$ cat src/hw/rtl/fpba_pkg.sv
// fpba_pkg: shared types and constants for the fit-policy block allocator.
// No dependencies; compiled first.
package fpba_pkg;

	localparam int SLOTS_DEF = 16;
	localparam int SIZE_W    = 16;

	typedef enum logic [1:0] {
		CMD_LOAD  = 2'd0,
		CMD_FIRST = 2'd1,
		CMD_BEST  = 2'd2,
		CMD_WORST = 2'd3
	} cmd_t;

	typedef enum logic [1:0] {
		STS_ALLOC  = 2'd0,
		STS_NOFIT  = 2'd1,
		STS_LOADED = 2'd2,
		STS_FULL   = 2'd3
	} status_t;

	// control broadcast to every cell
	typedef struct packed {
		logic              load_en;
		logic              shift_en;
		cmd_t              cmd;
		logic [SIZE_W-1:0] size;
	} cell_ctl_t;

	// candidate carried down the chain during a scan
	typedef struct packed {
		logic              found;
		logic [SIZE_W-1:0] size;
	} rec_t;

endpackage

$ cat src/hw/rtl/fpba_req_if.sv
// fpba_req_if: request channel (command, block_size) with valid/ready.
// Depends on fpba_pkg for the field width.
interface fpba_req_if;
	import fpba_pkg::*;

	logic              valid;
	logic              ready;
	logic [1:0]        command;
	logic [SIZE_W-1:0] block_size;

	modport source (output valid, output command, output block_size, input ready);
	modport sink   (input valid, input command, input block_size, output ready);

endinterface

$ cat src/hw/rtl/fpba_rsp_if.sv
// fpba_rsp_if: response channel (status, granted_size, granted_slot, blocks_left).
// Depends on fpba_pkg for the field width.
interface fpba_rsp_if;
	import fpba_pkg::*;

	logic              valid;
	logic              ready;
	logic [1:0]        status;
	logic [SIZE_W-1:0] granted_size;
	logic [3:0]        granted_slot;
	logic [4:0]        blocks_left;

	modport source (output valid, output status, output granted_size,
		output granted_slot, output blocks_left, input ready);
	modport sink   (input valid, input status, input granted_size,
		input granted_slot, input blocks_left, output ready);

endinterface

$ cat src/hw/rtl/fpba_cell.sv
// fpba_cell: one list slot. Holds a block size, takes part in the scan
// chain and in the shift-down after removal. Depends on fpba_pkg.
module fpba_cell #(
	parameter int SLOTS = fpba_pkg::SLOTS_DEF,
	parameter int IDX   = 0,
	parameter int IDX_W = $clog2(SLOTS),
	parameter int CNT_W = $clog2(SLOTS + 1)
) (
	input  logic                        clk,
	input  fpba_pkg::cell_ctl_t         ctl,
	input  logic [CNT_W-1:0]            count,
	input  logic [IDX_W-1:0]            pick,
	input  logic [fpba_pkg::SIZE_W-1:0] nb_size,
	input  fpba_pkg::rec_t              rec_in,
	input  logic [IDX_W-1:0]            slot_in,
	output logic [fpba_pkg::SIZE_W-1:0] size_out,
	output fpba_pkg::rec_t              rec_out,
	output logic [IDX_W-1:0]            slot_out
);
	import fpba_pkg::*;

	logic [SIZE_W-1:0] size_q;
	rec_t              rec_q;
	logic [IDX_W-1:0]  slot_q;
	logic              occupied;
	logic              fits;
	logic              take;

	assign occupied = CNT_W'(IDX) < count;
	assign fits     = occupied && (size_q >= ctl.size);

	always_comb begin
		take = 1'b0;
		if (fits) begin
			unique case (ctl.cmd)
				CMD_BEST:  take = !rec_in.found || (size_q < rec_in.size);
				CMD_WORST: take = !rec_in.found || (size_q >= rec_in.size);
				default:   take = !rec_in.found;
			endcase
		end
	end

	// slot storage: append at the tail, or close the gap left by a removal
	always_ff @(posedge clk) begin
		if (ctl.load_en && (count == CNT_W'(IDX))) begin
			size_q <= ctl.size;
		end else if (ctl.shift_en && (pick <= IDX_W'(IDX))
				&& (CNT_W'(IDX + 1) < count)) begin
			size_q <= nb_size;
		end
	end

	// scan stage, one hop per cycle
	always_ff @(posedge clk) begin
		if (take) begin
			rec_q  <= '{found: 1'b1, size: size_q};
			slot_q <= IDX_W'(IDX);
		end else begin
			rec_q  <= rec_in;
			slot_q <= slot_in;
		end
	end

	assign size_out = size_q;
	assign rec_out  = rec_q;
	assign slot_out = slot_q;

endmodule

$ cat src/hw/rtl/fit_policy_block_allocator.sv
// fit_policy_block_allocator: ordered free-block list with first/best/worst
// fit allocation, built as a chain of fpba_cell. Depends on fpba_pkg,
// fpba_req_if, fpba_rsp_if and fpba_cell.
//
//  channel | dir | payload                                           | handshake
//  --------+-----+---------------------------------------------------+----------
//  req     | in  | command[1:0], block_size[15:0]                    | valid/ready
//  rsp     | out | status[1:0], granted_size[15:0], granted_slot[3:0],| valid/ready
//          |     | blocks_left[4:0]                                  |
//
// Sequence: a load's result is pending in the cycle after its accept. An
// allocation walks the candidate down the cell chain in ST_SCAN, one cell per
// cycle, then passes ST_SHIFT, which makes its result pending. ST_RESP moves it
// into the response register once that register is free or being taken, and
// then returns to idle, ready for the next request.
// One transaction is in work at a time; req.ready is high only when idle.
// Reset (arst_n low, asynchronous) empties the list and drops any response.
// A held response does not block a new request; only a second result
// waits in the pending state until rsp is taken.
module fit_policy_block_allocator #(
	parameter int SLOTS = fpba_pkg::SLOTS_DEF
) (
	input  logic       clk,
	input  logic       arst_n,
	fpba_req_if.sink   req,
	fpba_rsp_if.source rsp
);
	import fpba_pkg::*;

	localparam int IDX_W = $clog2(SLOTS);
	localparam int CNT_W = $clog2(SLOTS + 1);

	typedef enum logic [3:0] {
		ST_IDLE  = 4'b0001,
		ST_SCAN  = 4'b0010,
		ST_SHIFT = 4'b0100,
		ST_RESP  = 4'b1000
	} state_t;

	state_t            state_q;
	logic [CNT_W-1:0]  count_q;
	logic [IDX_W-1:0]  scan_q;
	cmd_t              cmd_q;
	logic [SIZE_W-1:0] req_size_q;

	// pending result, waiting for the response register
	status_t           res_status_q;
	logic [SIZE_W-1:0] res_size_q;
	logic [IDX_W-1:0]  res_slot_q;

	// response register
	logic              out_valid_q;
	status_t           out_status_q;
	logic [SIZE_W-1:0] out_size_q;
	logic [3:0]        out_slot_q;
	logic [4:0]        out_left_q;

	logic              accept;
	logic              is_load;
	logic              full;
	logic              done_scan;
	logic              out_load;
	cell_ctl_t         ctl;

	// chain wiring
	logic [SIZE_W-1:0] sizes [SLOTS];
	rec_t              rec   [SLOTS+1];
	logic [IDX_W-1:0]  slot  [SLOTS+1];
	logic [IDX_W-1:0]  rec_slot_pick;

	assign req.ready = (state_q == ST_IDLE);
	assign accept    = req.valid && req.ready;
	assign is_load   = (cmd_t'(req.command) == CMD_LOAD);
	assign full      = (count_q == CNT_W'(SLOTS));
	assign done_scan = (scan_q == IDX_W'(SLOTS - 1));
	assign out_load  = (state_q == ST_RESP) && (!out_valid_q || rsp.ready);

	// size bus: the incoming size while idle (load), else the held request
	always_comb begin
		ctl.load_en  = accept && is_load && !full;
		ctl.shift_en = (state_q == ST_SHIFT) && rec[SLOTS].found;
		ctl.cmd      = cmd_q;
		ctl.size     = (state_q == ST_IDLE) ? req.block_size : req_size_q;
	end

	assign rec[0]  = '0;
	assign slot[0] = '0;

	for (genvar i = 0; i < SLOTS; i++) begin : g_cell
		logic [SIZE_W-1:0] nb;
		if (i == SLOTS - 1) begin : g_tail
			assign nb = sizes[i];
		end else begin : g_mid
			assign nb = sizes[i+1];
		end

		fpba_cell #(
			.SLOTS (SLOTS),
			.IDX   (i),
			.IDX_W (IDX_W),
			.CNT_W (CNT_W)
		) u_cell (
			.clk      (clk),
			.ctl      (ctl),
			.count    (count_q),
			.pick     (rec_slot_pick),
			.nb_size  (nb),
			.rec_in   (rec[i]),
			.slot_in  (slot[i]),
			.size_out (sizes[i]),
			.rec_out  (rec[i+1]),
			.slot_out (slot[i+1])
		);
	end

	assign rec_slot_pick = slot[SLOTS];

	// control
	always_ff @(posedge clk or negedge arst_n) begin
		if (!arst_n) begin
			state_q <= ST_IDLE;
			count_q <= '0;
			scan_q  <= '0;
		end else begin
			unique case (state_q)
				ST_IDLE: begin
					if (accept) begin
						if (is_load) begin
							if (!full) count_q <= count_q + CNT_W'(1);
							state_q <= ST_RESP;
						end else begin
							scan_q  <= '0;
							state_q <= ST_SCAN;
						end
					end
				end
				ST_SCAN: begin
					scan_q <= scan_q + IDX_W'(1);
					if (done_scan) state_q <= ST_SHIFT;
				end
				ST_SHIFT: begin
					if (rec[SLOTS].found) count_q <= count_q - CNT_W'(1);
					state_q <= ST_RESP;
				end
				ST_RESP: begin
					if (out_load) state_q <= ST_IDLE;
				end
				default: state_q <= ST_IDLE;
			endcase
		end
	end

	// request capture and pending result
	always_ff @(posedge clk) begin
		if (accept) begin
			cmd_q      <= cmd_t'(req.command);
			req_size_q <= req.block_size;
			res_size_q <= '0;
			res_slot_q <= '0;
			res_status_q <= full ? STS_FULL : STS_LOADED;
		end else if (state_q == ST_SHIFT) begin
			if (rec[SLOTS].found) begin
				res_status_q <= STS_ALLOC;
				res_size_q   <= rec[SLOTS].size;
				res_slot_q   <= slot[SLOTS];
			end else begin
				res_status_q <= STS_NOFIT;
			end
		end
	end

	// response register
	always_ff @(posedge clk or negedge arst_n) begin
		if (!arst_n) begin
			out_valid_q <= 1'b0;
		end else if (out_load) begin
			out_valid_q <= 1'b1;
		end else if (rsp.ready) begin
			out_valid_q <= 1'b0;
		end
	end

	always_ff @(posedge clk) begin
		if (out_load) begin
			out_status_q <= res_status_q;
			out_size_q   <= res_size_q;
			out_slot_q   <= 4'(res_slot_q);
			out_left_q   <= 5'(count_q);
		end
	end

	assign rsp.valid        = out_valid_q;
	assign rsp.status       = out_status_q;
	assign rsp.granted_size = out_size_q;
	assign rsp.granted_slot = out_slot_q;
	assign rsp.blocks_left  = out_left_q;

endmodule

$ cat src/flat_wrapper.sv
// flat-port wrapper written by rule: the top's interface ports become plain ports
module fit_policy_block_allocator_flat import fpba_pkg::*;
#(
	parameter int SLOTS = fpba_pkg::SLOTS_DEF
)
  (clk, arst_n, req_valid, req_command, req_block_size, req_ready, rsp_valid, rsp_status, rsp_granted_size, rsp_granted_slot, rsp_blocks_left, rsp_ready);
  fpba_req_if req_i ();
  fpba_rsp_if rsp_i ();
  input  logic clk;
  input  logic arst_n;
  input wire logic [$bits(req_i.valid)-1:0] req_valid;
  input wire logic [$bits(req_i.command)-1:0] req_command;
  input wire logic [$bits(req_i.block_size)-1:0] req_block_size;
  output wire logic [$bits(req_i.ready)-1:0] req_ready;
  output wire logic [$bits(rsp_i.valid)-1:0] rsp_valid;
  output wire logic [$bits(rsp_i.status)-1:0] rsp_status;
  output wire logic [$bits(rsp_i.granted_size)-1:0] rsp_granted_size;
  output wire logic [$bits(rsp_i.granted_slot)-1:0] rsp_granted_slot;
  output wire logic [$bits(rsp_i.blocks_left)-1:0] rsp_blocks_left;
  input wire logic [$bits(rsp_i.ready)-1:0] rsp_ready;
  assign req_i.valid = req_valid;
  assign req_i.command = req_command;
  assign req_i.block_size = req_block_size;
  assign req_ready = req_i.ready;
  assign rsp_valid = rsp_i.valid;
  assign rsp_status = rsp_i.status;
  assign rsp_granted_size = rsp_i.granted_size;
  assign rsp_granted_slot = rsp_i.granted_slot;
  assign rsp_blocks_left = rsp_i.blocks_left;
  assign rsp_i.ready = rsp_ready;
  fit_policy_block_allocator #(.SLOTS(SLOTS)) u_core (.clk(clk), .arst_n(arst_n), .req(req_i), .rsp(rsp_i));
endmodule
$ cat config.mk
export PLATFORM = sky130hd
export DESIGN_NAME = fit_policy_block_allocator_flat
export DESIGN_NICKNAME = d
export VERILOG_FILES = /design/src/hw/rtl/fpba_pkg.sv /design/src/hw/rtl/fpba_req_if.sv /design/src/hw/rtl/fpba_rsp_if.sv /design/src/hw/rtl/fpba_cell.sv /design/src/hw/rtl/fit_policy_block_allocator.sv /design/src/flat_wrapper.sv
export SDC_FILE = /design/constraint.sdc
export NUM_CORES = 2
export LEC_CHECK = 0
export ABC_AREA = 1
export BUFFER_PORTS_ARGS = -buffer_cell sky130_fd_sc_hd__buf_2
export CORE_UTILIZATION = 60
export CTS_CLUSTER_SIZE = 12
export DETAILED_ROUTE_END_ITERATION = 16
export PLACE_DENSITY = 0.74
export SLEW_MARGIN = 20
export SYNTH_ARGS = -nofsm -noshare
export SYNTH_HDL_FRONTEND = slang
export SYNTH_SLANG_ARGS = --single-unit
$ cat constraint.sdc
create_clock -name clk -period 4.1 [get_ports clk]
set_input_delay 0.615 -clock clk [delete_from_list [all_inputs] [get_ports clk]]
set_output_delay 0.615 -clock clk [all_outputs]
set_load 0.02 [all_outputs]
==> run_results.csv <==
group,metric,value,unit
timing,fin_worst_skew,0.0294,ns
synthesis,yosysSeqAreaShare,43.7,%
critical_path,r2r_cells,15,
clock_network,clock_latency,0.63,ns
drt,wl_met2,42600,µm
timing,fin_hold_ws,0.179,ns
synthesis,ys_seq_elements,658,
drt,routed_wl,95600,µm
timing,maxClockFrequency,0.261,GHz
cells_and_area,drive_gt1_share,6.86,%
critical_path,path_common_cell,"inv_1",
critical_path,path_cells,"inv_1, nor2_2, nand2_2, inv_1, or2_2, o21ai_4, buf_12, ha_1, a21oi_1, nor2_1, nor4_1, nand2_4, nand3_4, nand2_1, inv_1",
die,fp.dieH,251,µm
timing,finalSetupViolCount,0,
global_routing,antenna_found_initial,6,
synthesis,ys.flop_type,"dfxtp_1",
clock_network,path_clk_slew,0.06,ns
die,start_util,61.2,%
clock_network,cts_htree_levels,3,
place,hpwl,68200,µm
synthesis,syn-cell-area,37200,µm²
place,postPlaceCellArea,38400,µm²
place,globalplace.congestion,0.917,
cells_and_area,stdcell_area,40700,µm²
min_path,holdPathStages,1,
clock_network,cts_sinks,658,
synthesis,yosys-top-cells-count,"1370 x nand2_1, 572 x inv_1, 486 x ha_1, 341 x dfxtp_1, 303 x edfxtp_1",
synthesis,yosys_warnings,0,
flow_run,drv_cap,0,
cells_and_area,num-nets-final,5022,
drt,routed.top_layer,"met5",
critical_path,worst-endpoint-required,4.66,ns
power,power_density,769,nW/µm²
synthesis,synthDistinctLibCells,47,
cells_and_area,fill_cells,4981,
clock_network,clockRootBuffer,"clkbuf_16",
critical_path,critPathMaxStageDelay,0.71,ns
global_routing,grt_usage,30.5,%
clock_network,cts_resized,0,
critical_path,worstReg2RegEnd,"u_core.g_cell[10].u_cell.slot_out[2]",
timing,slew_violations,0,
critical_path,cp-end-kind,"flop",
critical_path,crit_type,"reg2reg",
drt,first_pass_iters,5,
drt,routedLengthMet1,42500,µm
critical_path,r2r_slack,0.26,ns
drt,wl_per_cell,17.8,µm
synthesis,yosys-top-cells-area,"edfxtp_1 24%, dfxtp_1 18%, ha_1 16%",
global_routing,grt_max_degree,39,
timing,period_needed,3.84,ns
die,num_rows,90,
critical_path,crit_fanout,32,
synthesis,synth-async-reset-ratio,2.13,%
synthesis,synth.most_common_cell,"nand2_1",
synthesis,syn_inst,4472,
timing,finalCritPeriodShare,93.6,%
drt,via_per_inst,5.65,
timing,setup_tns,0,ns
die,ioPinCount,51,
timing,slew_headroom,32.2,%
outcome,outcome,"completed",
drt,wl_met3,6730,µm
die,die_w,251,µm
synthesis,synth_top_area_cell,"edfxtp_1",
timing,hold_viol,0,
synthesis,avgSynthCellArea,8.32,µm²
drt,drc,0,
critical_path,crit_slowest_cell,"nor4_1",
clock_network,cts_tree,"yes",
clock_network,numCtsBuffers,73,
timing,rsz0062_at_grt,"false",
drt,drtIter0Drc,2415,
timing,worst_pin_slew,1.01,ns
synthesis,synth_edf_count,303,
critical_path,cp-startpoint,"u_core.state_q[0]",
die,die_area,63000,µm²
global_routing,overflow,0,
critical_path,r2r_start,"u_core.state_q[0]",
power,leakage,0.0200,µW
critical_path,cp.arrival,4.40,ns
cells_and_area,areaGrowthSynthToFinish,9.48,%
global_routing,grt_pass1_vias,28300,
critical_path,start_kind,"flop",
drt,ant_nets,0,
drt,vias,30300,
critical_path,endpoint,"u_core.g_cell[10].u_cell.slot_out[2]",
min_path,holdCritPathClass,"in2reg",
clock_network,max-clock-path-buffers,3,
place,port_buffers,50,
power,peakVddDrop,0.767,mV
synthesis,synth.net_count,4980,
die,coreArea,60800,µm²
synthesis,yosysTopAreaCellShare,24.4,%
global_routing,grt_first_pass_wirelength,152000,µm
-- worst max-delay path: cells and delay by family, from the launching register on --
family                     cells  cell delay (ns)
buffers and inverters          4             0.68
DFF                            1             0.38
adders and majority gates      1             0.30
and+or+nand+nor                8             2.14
AOI/OAI and AO/OA              2             0.23
-- worst min path at each step --
stage | to | start
2_1_floorplan | u_core.count_q[0] | arst_n
3_3_place_gp | u_core.g_cell[15].u_cell.slot_out[2] | u_core.g_cell[14].u_cell.slot_out[2]
4_1_cts | u_core.req_size_q[0] | req_block_size[0]
6_report | u_core.req_size_q[0] | req_block_size[0]
3_5_place_dp | u_core.g_cell[2].u_cell.slot_out[0] | u_core.g_cell[1].u_cell.slot_out[0]
5_1_grt | u_core.req_size_q[0] | req_block_size[0]
-- stage by stage --
stage / cells / setup slack [ns] / total power (µW) / util (%)
after floorplan: 4472 / 0.671 / 20200 / -
after global placement: 5220 / 0.436 / 24100 / 63.1
after detailed placement: 5220 / 0.364 / 24600 / 63.1
after CTS: 5356 / 0.280 / 31200 / 67.0
after global routing: 5357 / 0.0339 / 33800 / 67.0
final: 5357 / 0.264 / 31300 / 67.0
-- cells by family after synthesis --
kind of cell	count (synthesis)	synth area share [%]
adders and majority gates	486	16.3
and+or+nand+nor	1994	23.3
xor gates and xnor gates	5	0.118
buffers and inverters	738	8.09
AOI/OAI and AO/OA	591	8.37
DFF	658	43.7
-- where the power goes --
group	leakage, µW	switching (µW)	total (µW)	internal (µW)
Sequential	0.00577	1400	10300	8940
Combinational	0.0131	9690	14500	4770
Clock	0.00117	2710	6510	3800
Total	0.0200	13800	31300	17500
-- sequential cells by signal, indices dropped and copies added, names as in the netlist, 4 cells and up --
name and count:
u_core.g_cell.u_cell.rec_out 272, u_core.g_cell.u_cell.size_out 256, u_core.g_cell.u_cell.slot_out 49, u_core.req_size_q 16, u_core.res_size_q 16, u_core.rsp.granted_size 16
u_core.count_q 5, u_core.rsp.blocks_left 5, u_core.res_slot_q 4, u_core.rsp.granted_slot 4, u_core.scan_q 4, u_core.state_q 4
-- final cells by class --
| cell class | count | area [µm²] | area share, % |
|---|---|---|---|
| antenna | 1 | 2.50 | 0.00614 |
| clock buffer | 115 | 2180 | 5.35 |
| clock inverter | 20 | 191 | 0.470 |
| inverter | 582 | 2180 | 5.36 |
| multi-input combinational | 3076 | 18000 | 44.3 |
| sequential | 658 | 16300 | 40.0 |
| tap | 782 | 978 | 2.40 |
| timing repair buffer | 123 | 888 | 2.18 |
-- per-layer routing --
metal / vias up / track usage [%]
li1: 15100 / -
met1: 14000 / 41.8
met2: 1018 / 48.5
met3: 222 / 4.77
met4: 4 / 11.8
met5: - / 0
-- cell usage in the layout, fill, tap and decap left out, types with 13 or more instances in the layout --
cell,synthesis,routed
nor3_1,53,52
dfrtp_1,13,13
edfxtp_1,303,303
ha_1,486,486
nand2_2,20,20
a21oi_1,208,208
nor2_1,153,152
nand3_1,87,87
clkbuf_1,57,27
inv_1,572,572
dfxtp_1,341,341
buf_4,5,65
o21ai_0,196,193
nand2_1,1370,1370
nand4_1,256,256
a211oi_1,19,19
clkbuf_16,0,77
buf_2,76,50
o21ai_1,131,125
-- what timing repair did --
item / 4_1_cts / 5_1_grt
hold buffers: 1 / 0
setup buffers: 0 / 0
hold endpoints to repair: 13 / 0
Note: power is estimated with default switching activity, not from simulation.
